[config.mk]
export PLATFORM = sky130hd
export DESIGN_NAME = four_player_link_hub_sequencer_top
export DESIGN_NICKNAME = d
export VERILOG_FILES = /design/src/hw/rtl/flhs_pkg.sv /design/src/hw/rtl/flhs_ctrl.sv /design/src/hw/rtl/flhs_datapath.sv /design/src/hw/rtl/four_player_link_hub_sequencer_top.sv
export SDC_FILE = /design/constraint.sdc
export NUM_CORES = 2
export LEC_CHECK = 0
export ABC_AREA = 0
export BUFFER_PORTS_ARGS = -buffer_cell sky130_fd_sc_hd__clkbuf_2
export CAP_MARGIN = 20
export CORE_UTILIZATION = 55
export CTS_BUF_LIST = sky130_fd_sc_hd__clkbuf_16
export DETAILED_ROUTE_END_ITERATION = 6
export PLACE_DENSITY = 0.71
export SYNTH_ARGS = -nofsm -noshare
export SYNTH_HDL_FRONTEND = slang
export SYNTH_SLANG_ARGS = --single-unit
export TNS_END_PERCENT = 30
[constraint.sdc]
create_clock -name clock -period 6.6 [get_ports clock]
set_input_delay 1.32 -clock clock [delete_from_list [all_inputs] [get_ports clock]]
set_output_delay 1.32 -clock clock [all_outputs]
set_load 0.05 [all_outputs]
[src/hw/rtl/flhs_pkg.sv]
`timescale 1ns / 1ps
`default_nettype none
// ----------------------------------------------------------------------------
// flhs_pkg
// Shared types and constants for the four-player link hub sequencer.
// ----------------------------------------------------------------------------
package flhs_pkg;

   // Widths of the hub state
   localparam int COUNT_W = 6;
   localparam int LEN_W   = 5;
   localparam int POS_W   = 7;
   localparam int CLK_W   = 11;
   localparam int STORE_DEPTH = 128;

   // Protocol bytes
   localparam logic [7:0] BYTE_PING_HDR = 8'hFE;
   localparam logic [7:0] BYTE_SYNC     = 8'hCC;
   localparam logic [7:0] BYTE_RESTART  = 8'hFF;
   localparam logic [7:0] BYTE_LINK_REQ = 8'h88;
   localparam logic [7:0] BYTE_SYNC_REQ = 8'hAA;

   localparam logic [7:0]       LINK_STATUS_RESET = 8'h01;
   localparam logic [7:0]       LINK_ID_MASK      = 8'h07;
   localparam logic [CLK_W-1:0] CLOCK_BASE        = 11'd512;

   typedef enum logic [1:0] {
      PH_PING    = 2'd0,
      PH_SYNC    = 2'd1,
      PH_DATA    = 2'd2,
      PH_RESTART = 2'd3
   } phase_type;

   typedef enum logic [1:0] {
      ST_IDLE   = 2'd0,
      ST_CALC   = 2'd1,
      ST_WRITE  = 2'd2,
      ST_FINISH = 2'd3
   } ctrl_state_type;

   typedef struct packed {
      logic       master_internal_clock;
      logic [7:0] p1_byte;
      logic [7:0] p2_byte;
      logic [7:0] p3_byte;
      logic [7:0] p4_byte;
   } hub_req_type;

   typedef struct packed {
      logic [7:0]       out_byte;
      logic [CLK_W-1:0] link_clock;
      logic [1:0]       phase;
   } hub_rsp_type;

   // Controller -> datapath
   typedef struct packed {
      logic       capture;
      logic       step;
      logic       wr_en;
      logic [1:0] wr_lane;
      logic       out_load;
   } cmd_type;

   // Datapath -> controller
   typedef struct packed {
      logic no_result;
      logic wr_needed;
      logic out_busy;
   } status_type;

endpackage
`default_nettype wire

[src/hw/rtl/flhs_ctrl.sv]
`timescale 1ns / 1ps
`default_nettype none
// ----------------------------------------------------------------------------
// flhs_ctrl
// Sequencer: accept, step, capture writes to the packet store, hand off.
// ----------------------------------------------------------------------------
module flhs_ctrl (
   input  wire logic                 clock,
   input  wire logic                 reset,
   input  wire logic                 req_valid,
   output logic                      req_ready,
   input  wire flhs_pkg::status_type st,
   output flhs_pkg::cmd_type         cmd
);

   flhs_pkg::ctrl_state_type state_ff, state_in;
   logic [1:0]               lane_ff, lane_in;

   always_ff @(posedge clock) begin
      if (reset) begin
         state_ff <= flhs_pkg::ST_IDLE;
         lane_ff  <= 2'd0;
      end else begin
         state_ff <= state_in;
         lane_ff  <= lane_in;
      end
   end

   always_comb begin
      state_in    = state_ff;
      lane_in     = lane_ff;
      req_ready   = 1'b0;
      cmd         = '0;
      cmd.wr_lane = lane_ff;
      unique case (state_ff)
         flhs_pkg::ST_IDLE: begin
            req_ready = 1'b1;
            if (req_valid) begin
               cmd.capture = 1'b1;
               state_in    = flhs_pkg::ST_CALC;
            end
         end
         flhs_pkg::ST_CALC: begin
            cmd.step = 1'b1;
            priority if (st.no_result) begin
               state_in = flhs_pkg::ST_IDLE;
            end else if (st.wr_needed) begin
               // lane 0 goes in with the step itself
               lane_in  = 2'd1;
               state_in = flhs_pkg::ST_WRITE;
            end else begin
               state_in = flhs_pkg::ST_FINISH;
            end
         end
         flhs_pkg::ST_WRITE: begin
            cmd.wr_en = 1'b1;
            lane_in   = lane_ff + 2'd1;
            if (lane_ff == 2'd3) begin
               state_in = flhs_pkg::ST_FINISH;
            end
         end
         flhs_pkg::ST_FINISH: begin
            if (!st.out_busy) begin
               cmd.out_load = 1'b1;
               state_in     = flhs_pkg::ST_IDLE;
            end
         end
         default: begin
            state_in = flhs_pkg::ST_IDLE;
         end
      endcase
   end

endmodule
`default_nettype wire

[src/hw/rtl/flhs_datapath.sv]
`timescale 1ns / 1ps
`default_nettype none
// ----------------------------------------------------------------------------
// flhs_datapath
// Hub state, phase step logic, packet store and result register.
// ----------------------------------------------------------------------------
module flhs_datapath #(
   parameter int MAX_PACKET_SIZE = 16
) (
   input  wire logic                  clock,
   input  wire logic                  reset,
   input  wire flhs_pkg::hub_req_type req_data,
   input  wire flhs_pkg::cmd_type     cmd,
   output flhs_pkg::status_type       st,
   input  wire logic                  rsp_ready,
   output logic                       rsp_valid,
   output flhs_pkg::hub_rsp_type      rsp_data
);

   localparam int CW = flhs_pkg::COUNT_W;
   localparam int LW = flhs_pkg::LEN_W;
   localparam int PW = flhs_pkg::POS_W;
   localparam int KW = flhs_pkg::CLK_W;

   flhs_pkg::hub_req_type req_ff;

   flhs_pkg::phase_type phase_ff, phase_in;
   logic [CW-1:0] count_ff, count_in;
   logic [7:0]    link_status_ff, link_status_in;
   logic [LW-1:0] packet_len_ff, packet_len_in;
   logic [KW-1:0] clock_latch_ff, clock_latch_in;
   logic          sync_pending_ff, sync_pending_in;
   logic          restart_pending_ff, restart_pending_in;
   logic [PW-1:0] replay_ff, replay_in;
   logic          idle_ff, idle_in;
   logic [KW-1:0] link_clock_ff, link_clock_in;

   // per-step scratch
   flhs_pkg::phase_type ph;
   logic          sp, rp;
   logic [7:0]    lstat;
   logic [CW-1:0] nc;
   logic [PW-1:0] len4, bp, pos_inc;
   logic [PW:0]   buflen, tsum, tmod;
   logic [PW:0]   cinc;
   logic          step_write;
   logic [LW-1:0] len_sat;
   logic [KW-1:0] clock_calc;

   // step -> write / finish hand-off
   logic [PW-1:0] t_ff, t_in;
   logic [LW-1:0] len_ff, len_in;
   logic [7:0]    ob_ff, ob_in;
   logic          use_mem_ff, use_mem_in;

   // packet store, cleared through valid bits
   logic [7:0]                      mem [flhs_pkg::STORE_DEPTH];
   logic [flhs_pkg::STORE_DEPTH-1:0] vld_ff;
   logic [7:0]                      rd_data_ff;
   logic                            rd_vld_ff;
   logic                            clear_store;
   logic                            mem_we;
   logic [PW-1:0]                   mem_wa, lane_off;
   logic [7:0]                      mem_wd;

   flhs_pkg::hub_rsp_type rsp_ff, rsp_in;
   logic                  rsp_valid_ff, rsp_valid_in;

   assign len4       = PW'({packet_len_ff, 2'b00});
   assign buflen     = (PW+1)'({packet_len_ff, 3'b000});
   assign len_sat    = (req_ff.p1_byte == 8'd0) ? LW'(1) :
                       (req_ff.p1_byte > 8'(MAX_PACKET_SIZE)) ? LW'(MAX_PACKET_SIZE) :
                       req_ff.p1_byte[LW-1:0];
   // 6 * p1 + base
   assign clock_calc = KW'({req_ff.p1_byte, 2'b00}) + KW'({req_ff.p1_byte, 1'b0})
                       + flhs_pkg::CLOCK_BASE;

   always_comb begin
      phase_in           = phase_ff;
      count_in           = count_ff;
      link_status_in     = link_status_ff;
      packet_len_in      = packet_len_ff;
      clock_latch_in     = clock_latch_ff;
      sync_pending_in    = sync_pending_ff;
      restart_pending_in = restart_pending_ff;
      replay_in          = replay_ff;
      idle_in            = idle_ff;
      link_clock_in      = link_clock_ff;
      t_in               = t_ff;
      len_in             = len_ff;
      ob_in              = ob_ff;
      use_mem_in         = use_mem_ff;
      clear_store        = 1'b0;
      step_write         = 1'b0;
      ph                 = phase_ff;
      sp                 = sync_pending_ff;
      rp                 = restart_pending_ff;
      lstat              = link_status_ff;
      nc                 = count_ff;
      bp                 = (replay_ff >= len4) ? replay_ff - len4 : replay_ff;
      tsum               = (PW+1)'(replay_ff) + (PW+1)'(len4) - (PW+1)'(1);
      tmod               = (tsum >= buflen) ? tsum - buflen : tsum;
      cinc               = (PW+1)'(count_ff) + (PW+1)'(1);
      pos_inc            = ((PW+1)'(replay_ff) + (PW+1)'(1) == buflen) ? '0 :
                           replay_ff + PW'(1);

      if (cmd.step) begin
         if (req_ff.master_internal_clock) begin
            idle_in = 1'b1;
         end else begin
            priority if (!idle_ff && phase_ff == flhs_pkg::PH_PING &&
                         req_ff.p1_byte == flhs_pkg::BYTE_SYNC_REQ && !sync_pending_ff) begin
               sp = 1'b1;
            end else if (idle_ff || phase_ff == flhs_pkg::PH_PING) begin
               ph      = flhs_pkg::PH_PING;
               idle_in = 1'b0;
            end else if (phase_ff == flhs_pkg::PH_DATA &&
                         req_ff.p1_byte == flhs_pkg::BYTE_RESTART && !restart_pending_ff) begin
               rp = 1'b1;
            end

            use_mem_in = 1'b0;
            unique case (ph)
               flhs_pkg::PH_PING: begin
                  if (count_ff == CW'(1) || count_ff == CW'(2)) begin
                     lstat[4] = (req_ff.p1_byte == flhs_pkg::BYTE_LINK_REQ) || sp;
                     lstat[5] = (req_ff.p2_byte == flhs_pkg::BYTE_LINK_REQ);
                     lstat[6] = (req_ff.p3_byte == flhs_pkg::BYTE_LINK_REQ);
                     lstat[7] = (req_ff.p4_byte == flhs_pkg::BYTE_LINK_REQ);
                  end
                  ob_in = (count_ff == '0) ? flhs_pkg::BYTE_PING_HDR : lstat;
                  // 4-byte packet, count wraps at 2 bits
                  nc    = {{(CW-2){1'b0}}, count_ff[1:0] + 2'd1};
                  if (nc == CW'(1) && !sp) begin
                     packet_len_in = len_sat;
                  end
                  if (nc == '0 && !sp) begin
                     clock_latch_in = clock_calc;
                  end
                  if (nc == '0 && sp) begin
                     sp            = 1'b0;
                     ph            = flhs_pkg::PH_SYNC;
                     link_clock_in = clock_latch_ff;
                  end
               end
               flhs_pkg::PH_SYNC: begin
                  ob_in = flhs_pkg::BYTE_SYNC;
                  nc    = {{(CW-2){1'b0}}, count_ff[1:0] + 2'd1};
                  if (nc == '0) begin
                     ph          = flhs_pkg::PH_DATA;
                     replay_in   = '0;
                     clear_store = 1'b1;
                  end
               end
               flhs_pkg::PH_DATA: begin
                  use_mem_in = 1'b1;
                  step_write = (bp != '0) && (bp <= PW'(packet_len_ff));
                  t_in       = tmod[PW-1:0];
                  len_in     = packet_len_ff;
                  nc         = (cinc == (PW+1)'(len4)) ? '0 : cinc[CW-1:0];
                  replay_in  = pos_inc;
                  if (nc == '0 && rp) begin
                     rp = 1'b0;
                     ph = flhs_pkg::PH_RESTART;
                  end
               end
               flhs_pkg::PH_RESTART: begin
                  ob_in = flhs_pkg::BYTE_RESTART;
                  nc    = (cinc == (PW+1)'(len4)) ? '0 : cinc[CW-1:0];
                  if (nc == '0) begin
                     ph    = flhs_pkg::PH_PING;
                     lstat = lstat & flhs_pkg::LINK_ID_MASK;
                  end
               end
               default: begin
                  ph = flhs_pkg::PH_PING;
               end
            endcase
            phase_in           = ph;
            count_in           = nc;
            link_status_in     = lstat;
            sync_pending_in    = sp;
            restart_pending_in = rp;
         end
      end
   end

   // store write port: lane 0 with the step, lanes 1..3 from the sequencer
   assign lane_off = PW'(cmd.wr_lane) * PW'(len_ff);
   assign mem_we   = (cmd.step && step_write) || cmd.wr_en;
   assign mem_wa   = cmd.wr_en ? t_ff + lane_off : t_in;

   always_comb begin
      unique case (cmd.wr_en ? cmd.wr_lane : 2'd0)
         2'd0:    mem_wd = req_ff.p1_byte;
         2'd1:    mem_wd = req_ff.p2_byte;
         2'd2:    mem_wd = req_ff.p3_byte;
         default: mem_wd = req_ff.p4_byte;
      endcase
   end

   always_ff @(posedge clock) begin
      if (mem_we) begin
         mem[mem_wa] <= mem_wd;
      end
      if (cmd.step) begin
         rd_data_ff <= mem[replay_ff];
         rd_vld_ff  <= vld_ff[replay_ff];
      end
   end

   always_ff @(posedge clock) begin
      if (reset || clear_store) begin
         vld_ff <= '0;
      end else if (mem_we) begin
         vld_ff[mem_wa] <= 1'b1;
      end
   end

   // result register
   always_comb begin
      rsp_in            = rsp_ff;
      rsp_valid_in      = rsp_valid_ff && !rsp_ready;
      if (cmd.out_load) begin
         rsp_in.out_byte   = use_mem_ff ? (rd_vld_ff ? rd_data_ff : 8'd0) : ob_ff;
         rsp_in.link_clock = link_clock_ff;
         rsp_in.phase      = phase_ff;
         rsp_valid_in      = 1'b1;
      end
   end

   always_ff @(posedge clock) begin
      if (cmd.capture) begin
         req_ff <= req_data;
      end
      t_ff       <= t_in;
      len_ff     <= len_in;
      ob_ff      <= ob_in;
      use_mem_ff <= use_mem_in;
      rsp_ff     <= rsp_in;
   end

   always_ff @(posedge clock) begin
      if (reset) begin
         phase_ff           <= flhs_pkg::PH_PING;
         count_ff           <= '0;
         link_status_ff     <= flhs_pkg::LINK_STATUS_RESET;
         packet_len_ff      <= LW'(1);
         clock_latch_ff     <= flhs_pkg::CLOCK_BASE;
         sync_pending_ff    <= 1'b0;
         restart_pending_ff <= 1'b0;
         replay_ff          <= '0;
         idle_ff            <= 1'b0;
         link_clock_ff      <= flhs_pkg::CLOCK_BASE;
         rsp_valid_ff       <= 1'b0;
      end else begin
         phase_ff           <= phase_in;
         count_ff           <= count_in;
         link_status_ff     <= link_status_in;
         packet_len_ff      <= packet_len_in;
         clock_latch_ff     <= clock_latch_in;
         sync_pending_ff    <= sync_pending_in;
         restart_pending_ff <= restart_pending_in;
         replay_ff          <= replay_in;
         idle_ff            <= idle_in;
         link_clock_ff      <= link_clock_in;
         rsp_valid_ff       <= rsp_valid_in;
      end
   end

   assign st.no_result = req_ff.master_internal_clock;
   assign st.wr_needed = step_write;
   assign st.out_busy  = rsp_valid_ff && !rsp_ready;
   assign rsp_valid    = rsp_valid_ff;
   assign rsp_data     = rsp_ff;

endmodule
`default_nettype wire

[src/hw/rtl/four_player_link_hub_sequencer_top.sv]
// Flow: IDLE captures a transfer, CALC steps it, FINISH loads its result; a data-phase
//   transfer that captures player bytes passes WRITE first (three extra store writes).
// A new transfer is taken only after the last is loaded; on internal clock there is
//   no result, and the next is taken after the step. The store has one write port.
// A result still waiting in the output register holds the next transfer back from loading.
// Reset: synchronous; hub enters ping, store reads as zero at once via per-entry valid bits.
`timescale 1ns / 1ps
`default_nettype none
// ----------------------------------------------------------------------------
// four_player_link_hub_sequencer_top
// Four-port serial link hub: ping / sync / data / restart sequencing.
// ----------------------------------------------------------------------------
module four_player_link_hub_sequencer_top #(
   parameter int MAX_PACKET_SIZE = 16
) (
   input  wire logic                  clock,
   input  wire logic                  reset,
   // transfer in: one completed byte exchange
   input  wire logic                  req_valid,
   output logic                       req_ready,
   input  wire flhs_pkg::hub_req_type req_data,
   // transfer out: byte broadcast to all ports
   output logic                       rsp_valid,
   input  wire logic                  rsp_ready,
   output flhs_pkg::hub_rsp_type      rsp_data
);

   // command / status between sequencer and datapath
   flhs_pkg::cmd_type    cmd;
   flhs_pkg::status_type st;

   // Sequencer: IDLE takes a transfer, CALC runs the phase step (and the
   // first store write), WRITE covers players 2..4, FINISH loads the
   // output register once it is free.
   flhs_ctrl u_ctrl (
      .clock     (clock),
      .reset     (reset),
      .req_valid (req_valid),
      .req_ready (req_ready),
      .st        (st),
      .cmd       (cmd)
   );

   // Datapath: hub state registers, 128-byte packet store, output register.
   flhs_datapath #(
      .MAX_PACKET_SIZE (MAX_PACKET_SIZE)
   ) u_datapath (
      .clock     (clock),
      .reset     (reset),
      .req_data  (req_data),
      .cmd       (cmd),
      .st        (st),
      .rsp_ready (rsp_ready),
      .rsp_valid (rsp_valid),
      .rsp_data  (rsp_data)
   );

`ifndef SYNTHESIS
   // an accepted transfer is stepped in the very next cycle
   a_accept_then_step: assert property (@(posedge clock) disable iff (reset)
      req_valid && req_ready |=> cmd.step)
      else $error("accepted transfer not stepped");

   // never overwrite a result the consumer has not taken
   a_no_overwrite: assert property (@(posedge clock) disable iff (reset)
      cmd.out_load |-> !st.out_busy)
      else $error("output register overwritten");

   // no new transfer while one is being stepped or written
   a_busy_no_accept: assert property (@(posedge clock) disable iff (reset)
      cmd.step || cmd.wr_en |-> !req_ready)
      else $error("transfer accepted while busy");
`endif

endmodule
`default_nettype wire
# --- Yosys cells after proc, flatten, opt, wreduce, memory -nomap -nowiden ---
# Memories as Yosys holds them, arrays and structs flattened. A register that Yosys moved wholly into a read port is not among the register bits.
# Cells that the tools add are included.
word_totals:
  elab_cells: 206
  mem_bits_rw: 1024
  input_bits: 37
  register_bits: 258
  output_inout_bits: 23
  mem_count: 1
op_classes:
  addsub: 12
  eq_ne: 29
  bitwise: 2
  n_mul: 1
  muxes: 77
  n_lt_le_gt_ge: 7
  n_reduce_logical: 50
memory_table:
  columns: ["memory", "words", "word_bits", "rd", "rd_ports_with_merged_regs", "wr", "line", "source"]
  rows:
  - ["u_datapath.mem", 128, 8, 1, 1, 1, "flhs_datapath.sv:57", "logic [7:0] mem [flhs_pkg::STORE_DEPTH];"]
ops:
  columns: ["op", "count"]
  rows:
  - ["128-bit OR", 1]
  - ["7-bit two-way mux", 8]
  - ["8-bit equality test, second input constant", 6]
  - ["8-bit case mux with 3 select lines", 2]
  - ["1-bit two-way mux", 36]
  - ["8-bit two-way mux", 4]
  - ["2-bit two-way mux", 15]
  - ["4-bit AND reduction", 5]
  - ["7-bit by 8-bit less-than comparator with 1-bit output, second input constant", 2]
  - ["2-bit case mux with 4 select lines", 2]
  - ["3-bit AND reduction", 5]
  - ["2-bit equality test, second input constant", 7]
  - ["7-bit case mux with 2 select lines", 1]
  - ["7-bit subtractor", 2]
  - ["1-bit logical AND", 13]
  - ["6-bit logical NOT", 2]
  - ["6-bit case mux with 2 select lines", 1]
  - ["10-bit by 9-bit adder with 11-bit output", 1]
  - ["11-bit by 10-bit adder with 11-bit output, second input constant", 1]
  - ["2-bit logical NOT", 5]
  - ["5-bit two-way mux", 2]
  - ["2-bit by 1-bit != test with 1-bit output, second input constant", 5]
  - ["7-bit by 1-bit adder with 8-bit output, second input constant", 1]
  - ["7-bit by 7-bit adder with 8-bit output", 1]
  - ["other kinds (32)", 50]

# --- Depth between registers and ports, before layout ---
depth:
  word_depth: 17
  depth_mapped: 23

# --- Cells and area by module ---
# From an unflattened synthesis, not the netlist that was laid out.
hier_totals:
  hier_cells: 2900
  area_unflattened_um2: 52485.3
by_module_without_submodules:
  columns: ["module", "seq_area_each_um2", "area_each_um2", "cells_per_inst", "instances"]
  rows:
  - ["flhs_datapath", 36665.2, 52205.1, 2869, 1]
  - ["flhs_ctrl", 80.1, 280.3, 31, 1]

# --- Worst setup path after synthesis ---
# Ideal clock, no wire load.
synth_timing:
  kind: "register -> register"
  from: "register u_ctrl.state_ff[0]"
  to: "memory u_datapath.mem[0][2], data pin"
  path_buffers: 3
  required_ps: 5746
  setup_slack_ps: 825
  synth_period_minus_slack_ps: 5775
  arrival_ps: 4921
  stages_incl_launch_ff: 9
  path_cell_list: "dfxtp_1 inv_1 ha_1 clkbuf_1 clkbuf_1 buf_1 nand3_1 o21a_1 o21bai_1"
synth_via:
  elab_chain_cells: 5
  elab_cells_between_ends: 7
  classes_between: "3 x eq/ne; 3 x mux; 1 x reduce/logical"
synth_rtl:
  columns: ["element", "line", "source"]
  rows:
  - ["start, declared", "flhs_ctrl.sv:16", "flhs_pkg::ctrl_state_type state_ff, state_in;"]
  - ["start signal, assigned", "flhs_ctrl.sv:21", "state_ff <= flhs_pkg::ST_IDLE;"]
  - ["start signal, assigned", "flhs_ctrl.sv:24", "state_ff <= state_in;"]
  - ["2-bit equality test *", "flhs_ctrl.sv:35", "unique case (state_ff)"]
  - ["1-bit two-way mux *", "flhs_ctrl.sv:35", null]
  - ["2-bit two-way mux *", "flhs_datapath.sv:194", "unique case (cmd.wr_en ? cmd.wr_lane : 2'd0)"]
  - ["2-bit equality test (tied with other cells)", "flhs_datapath.sv:194", null]
  - ["8-bit case mux with 3 select lines *", "flhs_datapath.sv:194", null]
  - ["via u_datapath.mem_wd[2]", "flhs_datapath.sv:64", "logic [7:0] mem_wd;"]
  - ["end, declared", "flhs_datapath.sv:57", null]
# The timed path passes the listed nets; every way through them passes the cells marked *.

# --- Worst setup path in the final report ---
layout_timing:
  from: "register u_datapath.replay_ff[0]"
  to: "memory u_datapath.mem[64][6], enable pin"
layout_via:
  elab_chain_cells: 11
  elab_cells_between_ends: 22
  classes_between: "4 x add/sub; 3 x order compare; 11 x mux; 4 x reduce/logical"
layout_rtl:
  columns: ["element", "line", "source"]
  rows:
  - ["start, declared", "flhs_datapath.sv:34", "logic [PW-1:0] replay_ff, replay_in;"]
  - ["start signal, assigned", "flhs_datapath.sv:264", "replay_ff <= replay_in;"]
  - ["branches (longest 11 deep; another with 7-bit by 7-bit adder with 8-bit output)", null, null]
# Parallel ways; which one is timed is not known.

==> reports/metrics.yaml <==
cts_repair_resize_count: 0
floorplan.rows: 112
cts.sinks: 1286
layout_worst_path_cycle_share_pct: 86.3
crit_path_end_kind: "register"
starting_utilization_of_the_core_area_pct: 55.7
synth_area_per_cell_um2: 18.5
rsz_0062_raised_after_global_routing: "no"
timing.critical_path.slowest_stage_cell: "sky130_fd_sc_hd__or4_1"
gr-total-overflow: 0
crit_arrival_ns: 6.06
worst_setup_path_start_kind: "register"
core_region_area_mm2: 0.0936
dr_total_vias: 27500
post-dp-hpwl_um: 75700
cts_buffers: 130
ys_async_sr_fraction_pct: 0
synth_common_cells: "sky130_fd_sc_hd__edfxtp_1, sky130_fd_sc_hd__mux4_2, sky130_fd_sc_hd__nor2_1"
synth_ff_type: "sky130_fd_sc_hd__edfxtp_1"
firstDrtPassIters: 6
timing.setup.tns_ns: 0
combPwrFrac_pct: 6.1
antenna_found_initial: 5
critical_path_fanout_max: 31
setup.worst_path.class: "register to register"
timing.critical_path.cells: "ha_1, inv_1, fa_1, nor2b_1, o21ai_0, a21boi_0, o21a_1, nor2_1, xnor2_1, ha_1, or2_2, o32a_1, mux2i_1, o21a_1, or4_1, nor2_1"
synth-seq-cells: 1286
layout-area-overhead-vs-synth_pct: 12.8
drt_iter0_drc: 3173
chipWidth_um: 310
p_seq_share_pct: 52.4
fp.dieH_um: 310
postSynthCellCount: 2813
critical-path-max-stage-delay_ns: 0.82
seq_area_frac_synth_pct: 70.5
p_clk_share_pct: 41.5
count_of_unresolved_drc_violations_after_routing: 0
worst-slew-pin-transition_ns: 1.16
floorplan_die_area_mm2: 0.0960
synth-edff-count: 1099
grt.total_usage_pct: 25.9
grt_pass1_vias: 27500
synth_unique_cells: 73
yosysWarningCount: 0
worst_ep_required_time_ns: 6.96
cts_hold_repair.buffers: 0
route.detailed.wl_per_inst_um: 27.8
p_sw_share_pct: 22.4
power_density_relative_to_cell_area_mw_per_mm2: 297
power_report.internal_total_mw: 13.5
syn_area_mm2: 0.0521
ant_nets: 0
insertedDiodeCount: 0
timing_max_transition_violations_final: 0
yosysTopAreaCell: "sky130_fd_sc_hd__edfxtp_1"
post_cts_setup_repair_buffer_count: 0
holdCritPathClass: "register to register"
maxSlewHeadroom_pct: 22.7
cts.root.buffer_cell: "sky130_fd_sc_hd__clkbuf_16"
cts_tree: "built"
fmax_mhz: 176
worst_clock_skew_ns: 0.0222
mappedNetlistNets: 2925
fin_total_pwr_mw: 17.4
clock_latency_ns: 0.73
grt_start_max_net_pins: 129
ir_worst_vdd_uv: 226
detail_route.vias_per_cell: 6.31
routed_wl_um: 121000
synthTopCellsByArea: "sky130_fd_sc_hd__edfxtp_1, sky130_fd_sc_hd__mux4_2, sky130_fd_sc_hd__dfxtp_1, sky130_fd_sc_hd__o21a_1, sky130_fd_sc_hd__ha_1"
total_switching_power_mw: 3.91
run_status: "finished, final reports clean"
p_leak_nw: 18.8
max_cap_violations: 0
placement.io_buffers: 58
grt_first_pass_wirelength_um: 180000
synth_most_common_cell: "sky130_fd_sc_hd__edfxtp_1"
clk_transition_reported_paths_ns: 0.06
setup_viol: 0
place_congestion: 0.905
number_of_hold_slack_violations_in_the_final_timing_report: 0
synthDominantCellAreaShare_pct: 63.3
io-pin-count: 60
post_route_cells_drive_above_1_share_pct: 26.5
finalWorstPathRequiredPeriod_ns: 5.69
number_of_buffers_on_the_longest_clock_path: 3
layout.nets: 3099
h-tree-depth: 4
sequential cells by signal, summed over array words and instances, names as in the netlist, 2 cells and up, named ones only:
signal / count
u_datapath.link_status_ff: 4
u_datapath.len_ff: 5
u_datapath.mem: 1024
u_datapath.vld_ff: 128
u_datapath.clock_latch_ff: 10
u_datapath.rd_data_ff: 8
u_datapath.replay_ff: 7
u_datapath.phase_ff: 2
u_datapath.count_ff: 6
u_datapath.rsp_data: 20
u_datapath.packet_len_ff: 5
u_datapath.t_ff: 7
u_datapath.link_clock_ff: 10
u_datapath.ob_ff: 7
u_ctrl.lane_ff: 2
u_datapath.req_ff: 32
worst max-delay path, delay by kind of cell (launching register included):
family                     cells  cell delay, ns
adders and majority gates      3            0.89
buffers and inverters          1            0.07
xor gates and xnor gates       1            0.12
and+or+nand+nor                5            1.97
AOI/OAI and AO/OA              5            1.34
muxes                          1            0.20
DFF                            1            0.70
worst paths after layout:
kind,from,end,slack (ns),cells after the start
max,u_datapath.replay_ff[0],u_datapath.mem[64][6],0.91,16
min,u_datapath.link_clock_ff[3],u_datapath.rsp_data[5],0.43,0
max reg2reg,u_datapath.replay_ff[0],u_datapath.mem[64][6],0.91,16
min reg2reg,u_datapath.link_clock_ff[3],u_datapath.rsp_data[5],0.43,0
cell families after synthesis:
| family | synth area share, % |
|---|---|
| AOI/OAI and AO/OA | 4.02 |
| muxes | 16.9 |
| xor gates and xnor gates | 0.480 |
| buffers and inverters | 1.73 |
| DFF | 70.5 |
| and+or+nand+nor | 4.52 |
| adders and majority gates | 1.93 |
| other | 0.00719 |
per-layer routing:
layer / up-vias / GRT usage, % / wire [um]
li1: 11600 / - / -
met5: - / 0 / 0
met4: 0 / 7.30 / 2780
met2: 1347 / 40.5 / 58000
met1: 14300 / 37.6 / 49600
met3: 195 / 4.87 / 10600
layout make-up:
cell class / count / area, um2
Clock buffer: 134 / 3350
Clock inverter: 106 / 873
Tap cell: 1254 / 1570
Sequential cell: 1286 / 36800
Fill cell: 6424 / 34800
Multi-Input combinational cell: 1309 / 14700
Timing Repair Buffer: 192 / 1340
Inverter: 68 / 260
cell usage in the layout, fill, tap and decap left out, drive strengths merged, types with 50 or more instances in the layout:
master,n
a21oi,50
buf,134
clkbuf,192
dfxtp,187
edfxtp,1099
ha,66
inv,110
mux4,378
nand2,123
nor2,215
o21a,115
o21ai,59
power groups by stage:
stage                     registers (mW)  logic, mW  clock network [mW]
after floorplan                     9.35      0.636                   0
after global placement              9.31       1.00                   0
after detailed placement            9.31       1.05                   0
after CTS                           9.14       1.05                7.35
after global routing                9.14       1.15                7.64
final                               9.14       1.06                7.25
stage by stage:
| step | util, % | worst slack [ns] | hold slack [ns] | instance area, um2 | std cells |
|---|---|---|---|---|---|
| floorplan | - | 0.825 | 0.401 | 52100 | 2813 |
| global placement | 58.3 | 0.971 | 0.419 | 54500 | 4107 |
| detailed placement | 58.3 | 0.869 | 0.418 | 54600 | 4108 |
| CTS | 62.8 | 0.880 | 0.432 | 58800 | 4348 |
| global route | 62.8 | 0.508 | 0.442 | 58800 | 4349 |
| finish | 62.8 | 0.905 | 0.432 | 58800 | 4349 |
Note: power is estimated with default switching activity, not from simulation.
